File: src/hw/rtl/two_adic_float_alu_assert.svh
// assertion macros for the 2-adic float alu rtl
`ifndef TWO_ADIC_FLOAT_ALU_ASSERT_SVH
`define TWO_ADIC_FLOAT_ALU_ASSERT_SVH

// same-cycle implication, checked on every rising edge outside reset
`define TAO_ASSERT_NOW(label, ante, cons, msg) \
    label: assert property (@(posedge i_clk) disable iff (!i_rst_n) (ante) |-> (cons)) \
        else $error(msg);

// next-cycle implication
`define TAO_ASSERT_NEXT(label, ante, cons, msg) \
    label: assert property (@(posedge i_clk) disable iff (!i_rst_n) (ante) |=> (cons)) \
        else $error(msg);

`endif

File: src/hw/rtl/tao_pkg.sv
// shared types, widths and codes for the 2-adic float alu
package tao_pkg;

    localparam int SIG_BITS  = 44;
    localparam int EXP_BITS  = 20;
    localparam int WORD_BITS = SIG_BITS + EXP_BITS;
    localparam int CNT_BITS  = $clog2(WORD_BITS);

    typedef logic [WORD_BITS-1:0] t_word;
    typedef logic [SIG_BITS-1:0]  t_sig;
    typedef logic [EXP_BITS-1:0]  t_exp;
    typedef logic [2:0]           t_cmd;

    localparam t_cmd CMD_ADD = 3'd0;
    localparam t_cmd CMD_SUB = 3'd1;
    localparam t_cmd CMD_NEG = 3'd2;
    localparam t_cmd CMD_MUL = 3'd3;
    localparam t_cmd CMD_DIV = 3'd4;
    localparam t_cmd CMD_CMP = 3'd5;

    localparam t_word POS_INF_RESET = 64'h7FFF_F7FF_FFFF_FFFF;
    localparam t_word NEG_INF_RESET = 64'h8000_0800_0000_0000;

    // request to the multiply / divide unit
    typedef struct packed {
        logic go;
        logic div;
    } t_md_req;

    // magnitude of the two's-complement significand field
    function automatic t_sig sig_mag(input t_word w);
        t_sig s;
        s = w[SIG_BITS-1:0];
        return s[SIG_BITS-1] ? t_sig'(t_sig'(0) - s) : s;
    endfunction

endpackage

File: src/hw/rtl/tao_align_add.sv
// bit-serial aligned adder with trailing-zero normalisation
module tao_align_add (
    input  logic          i_clk,
    input  logic          i_rst_n,
    input  logic          i_go,
    input  tao_pkg::t_word i_a,
    input  tao_pkg::t_word i_b,
    output logic          o_done,
    output tao_pkg::t_word o_word
);
    import tao_pkg::*;

    localparam logic [1:0] ST_IDLE = 2'd0;
    localparam logic [1:0] ST_SUM  = 2'd1;
    localparam logic [1:0] ST_NORM = 2'd2;
    localparam int TZ_CAP = SIG_BITS - 1;

    logic [1:0]          r_state;
    logic [CNT_BITS-1:0] r_cnt;
    logic [CNT_BITS-1:0] r_dist;
    logic [CNT_BITS-1:0] r_t;
    t_word               r_x;
    t_word               r_y;
    t_word               r_acc;
    logic                r_carry;
    logic                r_nz;
    t_exp                r_exp;
    logic                r_done;
    t_word               r_word;

    t_exp  ea;
    t_exp  eb;
    t_exp  exp_gap;
    logic  a_gt;
    logic  far;
    t_word sa;
    t_word sb;
    logic  x_live;
    logic  xb;
    logic  sbit;
    logic  cbit;

    assign ea      = i_a[WORD_BITS-1:SIG_BITS];
    assign eb      = i_b[WORD_BITS-1:SIG_BITS];
    assign a_gt    = $signed(ea) > $signed(eb);
    assign exp_gap = a_gt ? t_exp'(ea - eb) : t_exp'(eb - ea);
    assign far     = |exp_gap[EXP_BITS-1:CNT_BITS];
    assign sa      = {{EXP_BITS{i_a[SIG_BITS-1]}}, i_a[SIG_BITS-1:0]};
    assign sb      = {{EXP_BITS{i_b[SIG_BITS-1]}}, i_b[SIG_BITS-1:0]};

    // the shifted operand starts exp_gap bits late in the stream
    assign x_live = r_cnt >= r_dist;
    assign xb     = x_live & r_x[0];
    assign sbit   = xb ^ r_y[0] ^ r_carry;
    assign cbit   = (xb & r_y[0]) | (xb & r_carry) | (r_y[0] & r_carry);

    always_ff @(posedge i_clk) begin
        if (!i_rst_n) begin
            r_state <= ST_IDLE;
            r_done  <= 1'b0;
        end else begin
            r_done <= 1'b0;
            case (r_state)
                ST_IDLE: begin
                    if (i_go) begin
                        r_x     <= far ? t_word'(0) : (a_gt ? sa : sb);
                        r_y     <= a_gt ? sb : sa;
                        r_exp   <= a_gt ? eb : ea;
                        r_dist  <= exp_gap[CNT_BITS-1:0];
                        r_cnt   <= '0;
                        r_carry <= 1'b0;
                        r_nz    <= 1'b0;
                        r_state <= ST_SUM;
                    end
                end
                ST_SUM: begin
                    r_acc   <= {sbit, r_acc[WORD_BITS-1:1]};
                    r_y     <= {1'b0, r_y[WORD_BITS-1:1]};
                    if (x_live) begin
                        r_x <= {1'b0, r_x[WORD_BITS-1:1]};
                    end
                    r_carry <= cbit;
                    r_nz    <= r_nz | sbit;
                    r_cnt   <= r_cnt + 1'b1;
                    if (r_cnt == CNT_BITS'(WORD_BITS - 1)) begin
                        r_t     <= '0;
                        r_state <= ST_NORM;
                    end
                end
                ST_NORM: begin
                    if (!r_nz) begin
                        r_word  <= '0;
                        r_done  <= 1'b1;
                        r_state <= ST_IDLE;
                    end else if (!r_acc[0] && (r_t != CNT_BITS'(TZ_CAP))) begin
                        r_acc <= {r_acc[WORD_BITS-1], r_acc[WORD_BITS-1:1]};
                        r_t   <= r_t + 1'b1;
                    end else begin
                        r_word  <= {t_exp'(r_exp + EXP_BITS'(r_t)), r_acc[SIG_BITS-1:0]};
                        r_done  <= 1'b1;
                        r_state <= ST_IDLE;
                    end
                end
                default: begin
                    r_state <= ST_IDLE;
                end
            endcase
        end
    end

    assign o_done = r_done;
    assign o_word = r_word;

endmodule

File: src/hw/rtl/tao_muldiv.sv
// shift-add multiplier and bit-serial 2-adic divider
module tao_muldiv (
    input  logic             i_clk,
    input  logic             i_rst_n,
    input  tao_pkg::t_md_req i_req,
    input  tao_pkg::t_word   i_a,
    input  tao_pkg::t_word   i_b,
    output logic             o_done,
    output tao_pkg::t_word   o_word
);
    import tao_pkg::*;

    localparam logic [2:0] ST_IDLE  = 3'd0;
    localparam logic [2:0] ST_MUL   = 3'd1;
    localparam logic [2:0] ST_MNORM = 3'd2;
    localparam logic [2:0] ST_DTZ   = 3'd3;
    localparam logic [2:0] ST_DIV   = 3'd4;
    localparam logic [2:0] ST_FIN   = 3'd5;

    logic [2:0]          r_state;
    logic [CNT_BITS-1:0] r_cnt;
    t_sig                r_hi;
    t_sig                r_lo;
    t_sig                r_mc;
    t_exp                r_exp;
    logic                r_neg;
    logic                r_zero;
    logic                r_done;
    t_word               r_word;

    t_sig            ma;
    t_sig            mb;
    t_exp            ea;
    t_exp            eb;
    logic [SIG_BITS:0] psum;
    t_sig            qdiff;
    logic            qbit;

    assign ma = sig_mag(i_a);
    assign mb = sig_mag(i_b);
    assign ea = i_a[WORD_BITS-1:SIG_BITS];
    assign eb = i_b[WORD_BITS-1:SIG_BITS];

    // one multiplier bit per cycle
    assign psum  = {1'b0, r_hi} + (r_lo[0] ? {1'b0, r_mc} : '0);
    // one quotient bit per cycle: low remainder bit decides
    assign qbit  = r_hi[0];
    assign qdiff = qbit ? t_sig'(r_hi - r_mc) : r_hi;

    always_ff @(posedge i_clk) begin
        if (!i_rst_n) begin
            r_state <= ST_IDLE;
            r_done  <= 1'b0;
        end else begin
            r_done <= 1'b0;
            case (r_state)
                ST_IDLE: begin
                    if (i_req.go) begin
                        r_neg <= i_a[SIG_BITS-1] ^ i_b[SIG_BITS-1];
                        r_cnt <= '0;
                        if (i_req.div) begin
                            r_hi    <= ma;
                            r_mc    <= mb;
                            r_lo    <= '0;
                            r_exp   <= t_exp'(ea - eb);
                            r_state <= ST_DTZ;
                        end else begin
                            r_hi    <= '0;
                            r_lo    <= mb;
                            r_mc    <= ma;
                            r_exp   <= t_exp'(ea + eb);
                            r_zero  <= (ma == '0) || (mb == '0);
                            r_state <= ST_MUL;
                        end
                    end
                end
                ST_MUL: begin
                    r_hi  <= psum[SIG_BITS:1];
                    r_lo  <= {psum[0], r_lo[SIG_BITS-1:1]};
                    r_cnt <= r_cnt + 1'b1;
                    if (r_cnt == CNT_BITS'(SIG_BITS - 1)) begin
                        r_state <= ST_MNORM;
                    end
                end
                ST_MNORM: begin
                    if (r_zero || r_lo[0]) begin
                        r_state <= ST_FIN;
                    end else begin
                        r_hi  <= {1'b0, r_hi[SIG_BITS-1:1]};
                        r_lo  <= {r_hi[0], r_lo[SIG_BITS-1:1]};
                        r_exp <= r_exp + 1'b1;
                    end
                end
                ST_DTZ: begin
                    if (r_mc[0]) begin
                        r_cnt   <= '0;
                        r_state <= ST_DIV;
                    end else begin
                        r_mc  <= {1'b0, r_mc[SIG_BITS-1:1]};
                        r_exp <= r_exp - 1'b1;
                    end
                end
                ST_DIV: begin
                    r_hi  <= {1'b0, qdiff[SIG_BITS-1:1]};
                    r_lo  <= {qbit, r_lo[SIG_BITS-1:1]};
                    r_cnt <= r_cnt + 1'b1;
                    if (r_cnt == CNT_BITS'(SIG_BITS - 1)) begin
                        r_state <= ST_FIN;
                    end
                end
                ST_FIN: begin
                    r_word  <= {r_exp, r_neg ? t_sig'(t_sig'(0) - r_lo) : r_lo};
                    r_done  <= 1'b1;
                    r_state <= ST_IDLE;
                end
                default: begin
                    r_state <= ST_IDLE;
                end
            endcase
        end
    end

    assign o_done = r_done;
    assign o_word = r_word;

endmodule

File: src/hw/rtl/two_adic_float_alu.sv
// top level of the 2-adic floating word arithmetic unit
//
// command channel: a beat is taken at a rising edge with start high and busy
// low; i_command selects add, subtract, negate b, multiply, divide or compare
// on i_operand_a / i_operand_b (exponent above the 44-bit significand).
// result channel: o_strobe is high for exactly one cycle with o_result_word
// and o_order; the receiver cannot stall, so nothing is held back.
// config channel: i_cfg_valid with o_cfg_ready (always high) writes the
// positive (index 0) or negative (index 1) infinity word; write only when idle.
// result path from the accepting edge to the strobe:
//   negate, compare, unused codes, divide by zero: strobe the cycle after
//   add / subtract: the 64-step bit-serial adder, then one normalising shift
//     per cycle for each trailing zero of the sum (0..43)
//   multiply: the 44-step shift-add loop, then the normalising shifter for
//     each trailing zero of the product (0..86)
//   divide: the divisor's trailing zeros (0..43) shifted out, then the
//     44-step 2-adic quotient loop
// busy stays high while a serial unit runs; one item is in flight at a time.
// reset (synchronous, active low) clears busy and the strobe and reloads
// the infinity registers with their defaults.
`include "two_adic_float_alu_assert.svh"

module two_adic_float_alu (
    input  logic            i_clk,
    input  logic            i_rst_n,
    input  logic            start,
    output logic            busy,
    input  tao_pkg::t_cmd   i_command,
    input  tao_pkg::t_word  i_operand_a,
    input  tao_pkg::t_word  i_operand_b,
    output logic            o_strobe,
    output tao_pkg::t_word  o_result_word,
    output logic signed [1:0] o_order,
    input  logic            i_cfg_valid,
    output logic            o_cfg_ready,
    input  logic            i_cfg_index,
    input  tao_pkg::t_word  i_cfg_data
);
    import tao_pkg::*;

    // compare outcome codes
    localparam logic [1:0] ORD_EQ = 2'b00;
    localparam logic [1:0] ORD_GT = 2'b01;
    localparam logic [1:0] ORD_LT = 2'b11;

    // config register indexes
    localparam logic REG_POS_INF = 1'b0;
    localparam logic REG_NEG_INF = 1'b1;

    logic        r_busy;
    logic        r_strobe;
    t_word       r_word;
    logic [1:0]  r_order;
    t_word       r_pos_inf;
    t_word       r_neg_inf;

    logic        accept;
    logic        cfg_wr;
    t_word       b_neg;
    logic        b_zero;
    logic        add_go;
    t_word       add_b;
    logic        add_done;
    t_word       add_word;
    t_md_req     md_req;
    logic        md_done;
    t_word       md_word;
    logic [1:0]  cmp_ord;
    t_exp        ea_raw;
    t_exp        eb_raw;
    logic        quick_cmd;

    assign accept = start & ~r_busy;
    assign cfg_wr = i_cfg_valid & o_cfg_ready;

    // negated b keeps its exponent, significand negated modulo the field
    assign b_neg  = {i_operand_b[WORD_BITS-1:SIG_BITS],
                     t_sig'(t_sig'(0) - i_operand_b[SIG_BITS-1:0])};
    assign b_zero = (i_operand_b[SIG_BITS-1:0] == '0);

    // add and subtract share the serial adder
    assign add_go = accept && ((i_command == CMD_ADD) || (i_command == CMD_SUB));
    assign add_b  = (i_command == CMD_SUB) ? b_neg : i_operand_b;

    // divide by zero never reaches the divider
    assign md_req.go  = accept && ((i_command == CMD_MUL) ||
                                   ((i_command == CMD_DIV) && !b_zero));
    assign md_req.div = (i_command == CMD_DIV);

    // negate and compare commands accepted this edge
    assign quick_cmd = accept && ((i_command == CMD_NEG) || (i_command == CMD_CMP));

    // raw field ordering: equal words first, then exponents, then significands, all unsigned
    assign ea_raw = i_operand_a[WORD_BITS-1:SIG_BITS];
    assign eb_raw = i_operand_b[WORD_BITS-1:SIG_BITS];
    always_comb begin
        if (i_operand_a == i_operand_b) begin
            cmp_ord = ORD_EQ;
        end else if (ea_raw > eb_raw) begin
            cmp_ord = ORD_GT;
        end else if (ea_raw < eb_raw) begin
            cmp_ord = ORD_LT;
        end else if (i_operand_a[SIG_BITS-1:0] > i_operand_b[SIG_BITS-1:0]) begin
            cmp_ord = ORD_GT;
        end else begin
            cmp_ord = ORD_LT;
        end
    end

    tao_align_add u_add (
        .i_clk   (i_clk),
        .i_rst_n (i_rst_n),
        .i_go    (add_go),
        .i_a     (i_operand_a),
        .i_b     (add_b),
        .o_done  (add_done),
        .o_word  (add_word)
    );

    tao_muldiv u_muldiv (
        .i_clk   (i_clk),
        .i_rst_n (i_rst_n),
        .i_req   (md_req),
        .i_a     (i_operand_a),
        .i_b     (i_operand_b),
        .o_done  (md_done),
        .o_word  (md_word)
    );

    always_ff @(posedge i_clk) begin
        if (!i_rst_n) begin
            r_busy    <= 1'b0;
            r_strobe  <= 1'b0;
            r_pos_inf <= POS_INF_RESET;
            r_neg_inf <= NEG_INF_RESET;
        end else begin
            r_strobe <= 1'b0;
            if (cfg_wr) begin
                case (i_cfg_index)
                    REG_POS_INF: r_pos_inf <= i_cfg_data;
                    REG_NEG_INF: r_neg_inf <= i_cfg_data;
                    default: r_pos_inf <= r_pos_inf;
                endcase
            end
            if (accept) begin
                case (i_command)
                    CMD_ADD, CMD_SUB, CMD_MUL: begin
                        r_busy <= 1'b1;
                    end
                    CMD_DIV: begin
                        if (b_zero) begin
                            r_word   <= i_operand_a[SIG_BITS-1] ? r_neg_inf : r_pos_inf;
                            r_order  <= ORD_EQ;
                            r_strobe <= 1'b1;
                        end else begin
                            r_busy <= 1'b1;
                        end
                    end
                    CMD_NEG: begin
                        r_word   <= b_neg;
                        r_order  <= ORD_EQ;
                        r_strobe <= 1'b1;
                    end
                    CMD_CMP: begin
                        r_word   <= '0;
                        r_order  <= cmp_ord;
                        r_strobe <= 1'b1;
                    end
                    default: begin
                        r_word   <= '0;
                        r_order  <= ORD_EQ;
                        r_strobe <= 1'b1;
                    end
                endcase
            end else if (add_done) begin
                r_word   <= add_word;
                r_order  <= ORD_EQ;
                r_strobe <= 1'b1;
                r_busy   <= 1'b0;
            end else if (md_done) begin
                r_word   <= md_word;
                r_order  <= ORD_EQ;
                r_strobe <= 1'b1;
                r_busy   <= 1'b0;
            end
        end
    end

    assign busy          = r_busy;
    assign o_strobe      = r_strobe;
    assign o_result_word = r_word;
    assign o_order       = r_order;
    assign o_cfg_ready   = 1'b1;

    // a serial unit only finishes an item that the top level is waiting on
    `TAO_ASSERT_NOW(a_done_while_busy, add_done || md_done, r_busy, "unit finished while idle")
    // the two serial units never finish together
    `TAO_ASSERT_NOW(a_single_done, 1'b1, $onehot0({add_done, md_done}), "both units finished")
    // short commands give their beat on the next cycle and leave the block free
    `TAO_ASSERT_NEXT(a_quick_beat, quick_cmd, o_strobe && !busy, "short command beat missing")
    // the divider is never started on a zero divisor
    `TAO_ASSERT_NOW(a_div_nonzero, md_req.go && md_req.div, !b_zero, "divider started on zero")

endmodule
File: config.mk
export PLATFORM = sky130hd
export DESIGN_NAME = two_adic_float_alu
export DESIGN_NICKNAME = d
export VERILOG_FILES = /design/src/hw/rtl/tao_pkg.sv /design/src/hw/rtl/tao_align_add.sv /design/src/hw/rtl/tao_muldiv.sv /design/src/hw/rtl/two_adic_float_alu.sv
export VERILOG_INCLUDE_DIRS = /design/src /design/src/hw/rtl
export SDC_FILE = /design/constraint.sdc
export NUM_CORES = 2
export LEC_CHECK = 0
export BUFFER_PORTS_ARGS = -buffer_cell sky130_fd_sc_hd__buf_2
export CORE_MARGIN = 5
export CORE_UTILIZATION = 57
export CTS_BUF_LIST = sky130_fd_sc_hd__clkbuf_4 sky130_fd_sc_hd__clkbuf_8 sky130_fd_sc_hd__clkbuf_16
export CTS_CLUSTER_SIZE = 16
export DETAILED_ROUTE_END_ITERATION = 6
export PLACE_DENSITY_LB_ADDON = 0.15
export REMOVE_ABC_BUFFERS = 1
export SLEW_MARGIN = 30
export SYNTH_ARGS = -nofsm -noshare
export SYNTH_HDL_FRONTEND = slang
export SYNTH_SLANG_ARGS = --single-unit
File: constraint.sdc
create_clock -name i_clk -period 28.5 [get_ports i_clk]
set_input_delay 2.85 -clock i_clk [delete_from_list [all_inputs] [get_ports i_clk]]
set_output_delay 2.85 -clock i_clk [all_outputs]
set_load 0.01 [all_outputs]
==> load_flow_metrics.sql <==
INSERT INTO impl_metrics (metric_group, metric, value, unit) VALUES
('status', 'status', 'complete, but fails checks', ''),
('status', 'violations', 'DRC', ''),
('finish', 'final_area', '50600', 'um^2'),
('place', 'placed_cells', '6004', ''),
('finish', 'final_layout_size_suffix_gt1_share', '11.3', '%'),
('clocking', 'clk_path_buf_depth', '3', ''),
('floorplanning', 'floorplan.initialDensity', '57.5', '%'),
('yosys', 'synth.cells.most_frequent', 'nand2_1 (805), edfxtp_1 (586), o21ai_0 (443)', ''),
('floorplanning', 'ioPinCount', '269', ''),
('setup_path', 'crit_required', '28.77', 'ns'),
('setup_path', 'r2r_start', 'u_muldiv.r_lo[0]', ''),
('clocking', 'cts-htree-levels', '3', ''),
('clocking', 'cts_hold_buffers', '0', ''),
('clocking', 'post_cts.repair.setup_buffers', '0', ''),
('finish', 'utilization', '64.0', '%'),
('drt', 'routed_wire_length_per_instance', '24.3', 'um'),
('floorplanning', 'floorplan.rows', '103', ''),
('clocking', 'clock_buffer_count_from_cts', '80', ''),
('yosys', 'synth_enable_flop_cells', '586', ''),
('yosys', 'synthesis.area_per_instance', '9.27', 'um^2'),
('yosys', 'postSynthRegisterBits', '723', ''),
('drt', 'drt_pre_antenna_iters', '7', ''),
('worst_hold_path', 'worstHoldStart', 'u_add.r_acc[49]', ''),
('sta', 'fin_setup_tns', '0', 'ns'),
('sta', 'setup_repair_after_global_routing_missed_its_margin', 'false', ''),
('power_and_ir_drop', 'p_leak', '19.5', 'nW'),
('drt', 'drc', '17', ''),
('global_routing', 'overflow', '0', ''),
('yosys', 'netlist-cell-type-count', '78', ''),
('yosys', 'cells_taking_the_most_area_after_synthesis', 'edfxtp_1 (39%), nand2_1 (6.7%), ha_1 (6.3%)', ''),
('drt', 'vias', '39300', ''),
('place', 'dp_worst_setup_slack', '20.89', 'ns'),
('setup_path', 'critical_path_peak_fanout', '66', ''),
('sta', 'period_minus_slack', '7.06', 'ns'),
('sta', 'max_slew.worst_pin.slew', '1.12', 'ns'),
('setup_path', 'end_kind', 'flop', ''),
('sta', 'pnr_worst_setup_slack', '21.44', 'ns'),
('floorplanning', 'placeableCoreArea', '79000', 'um^2'),
('drt', 'dr.first_iter.drc_count', '4900', ''),
('floorplanning', 'die_footprint', '85400', 'um^2'),
('power_and_ir_drop', 'power.density', '58.4', 'nW/um^2'),
('place', 'routability_congestion_estimate_from_global_placement', '1.03', ''),
('clocking', 'ctsResizeCount', '0', ''),
('power_and_ir_drop', 'vdd_ir_max', '0.0531', 'mV'),
('global_routing', 'grt_pass1_wl', '223', 'mm'),
('sta', 'final-hold-violation-count', '0', ''),
('yosys', 'synth_top_cell_area_share', '38.7', '%'),
('finish', 'finish.net_count', '5474', ''),
('drt', 'drt-vias-per-instance', '6.37', ''),
('yosys', 'synthesized_area', '45400', 'um^2'),
('sta', 'maxClockFrequency', '142', 'MHz'),
('setup_path', 'worst-path-buf-inv', '5', ''),
('yosys', 'most_frequent_cell_after_synthesis', 'nand2_1', ''),
('setup_path', 'critPathLaunchType', 'primary input', ''),
('clocking', 'cts_sinks', '723', ''),
('setup_path', 'cp_top_family', 'simple AND/OR/NAND/NOR gates', ''),
('sta', 'setup_violations', '0', ''),
('place', 'postPlaceCellArea', '47700', 'um^2'),
('sta', 'max-slew-margin-rel', '25.0', '%'),
('yosys', 'synthCells', '4902', ''),
('yosys', 'postSynth.topFlopCell', 'edfxtp_1', ''),
('worst_hold_path', 'worst_hold_path_type', 'flop to flop', ''),
('drt', 'antenna_left', '0', ''),
('yosys', 'synth.yosys.seq_area_share', '44.8', '%'),
('finish', 'final_cells', '6167', ''),
('setup_path', 'crit_slowest_cell', 'buf_4', ''),
('clocking', 'clock-root-buffer', 'clkbuf_16', ''),
('finish', 'areaGrowthSynthToFinish', '11.3', '%'),
('sta', 'fin_hold_ws', '0.419', 'ns'),
('global_routing', 'largest_net_degree_at_the_start_of_global_routing', '207', ''),
('floorplanning', 'die_width', '292', 'um');
-- worst paths after layout --
check | end | cells after the start
worst max register to register | u_muldiv.r_hi[34] | 15
worst max-delay path | o_result_word[30] | 14
worst min register to register | u_add.r_acc[48] | 0
worst min-delay path | u_add.r_acc[48] | 0
-- placed cells by master, fill, tap and decap left out, types with 19 or more instances in the layout --
cell | synthesis | layout
nor2b_1 | 37 | 35
o211ai_1 | 36 | 36
a21oi_1 | 330 | 328
or3_1 | 51 | 51
nor2_1 | 270 | 266
buf_4 | 1 | 65
nand3_1 | 147 | 147
o22ai_1 | 44 | 44
a221oi_1 | 48 | 48
nand2_1 | 805 | 801
inv_1 | 196 | 195
o31ai_1 | 77 | 76
clkbuf_4 | 0 | 19
clkbuf_16 | 0 | 82
buf_2 | 1 | 266
dfxtp_1 | 137 | 136
mux2_2 | 26 | 26
ha_1 | 229 | 228
nor4_1 | 25 | 25
xnor2_1 | 276 | 272
o21a_1 | 23 | 23
a21o_1 | 109 | 109
mux2i_1 | 131 | 131
nand2b_1 | 40 | 38
xor2_1 | 79 | 79
o21ai_0 | 443 | 443
o21bai_1 | 26 | 26
nor3_1 | 56 | 55
and2_1 | 79 | 76
edfxtp_1 | 586 | 586
nand4_1 | 42 | 42
-- logic make-up after synthesis --
logic type                 after synthesis  synth area share [%]
xor gates and xnor gates               355                  6.85
buffers and inverters                  484                  4.01
AOI/OAI and AO/OA                     1293                  17.5
muxes                                  157                  3.53
adders and majority gates              237                  6.66
and+or+nand+nor                       1652                  16.6
DFF                                    723                  44.8
other                                    1               0.00826
-- area by class of cell --
cell class,count,area (um^2),area share [%]
antenna,13,32.5,0.0643
multi-input combinational,3695,23500,46.4
clock inverter,35,420,0.831
clock buffer,114,2370,4.69
inverter,203,762,1.51
tap,1050,1310,2.60
timing repair buffer,334,1870,3.70
sequential,723,20300,40.2
-- metal layers --
metal	GRT usage [%]	vias to the layer above	part of all wire, %
li1	-	18000	-
met1	50.2	18800	43
met2	47.8	2228	41
met3	8.76	306	13
met4	10.6	8	3.4
met5	0	-	0.032
-- power breakdown --
part / switching (mW) / internal, mW / total [mW]
clock network: 0.461 / 0.627 / 1.09
registers: 0.0316 / 1.22 / 1.25
logic: 0.405 / 0.209 / 0.615
total: 0.898 / 2.06 / 2.95
-- state kept, by name, summed over array words and instances (netlist names), 2 cells and up --
name,count
u_add.r_y,64
o_result_word,64
r_pos_inf,64
u_muldiv.r_state,3
u_muldiv.o_word,64
u_add.r_state,2
o_order,2
u_add.o_word,64
u_muldiv.r_exp,20
u_muldiv.r_lo,44
u_add.r_exp,20
u_add.r_acc,64
u_add.r_dist,6
u_muldiv.r_cnt,6
u_add.r_x,64
u_add.r_t,6
r_neg_inf,64
u_muldiv.r_mc,44
u_muldiv.r_hi,44
u_add.r_cnt,6
Power figures use the tool's default switching activity.
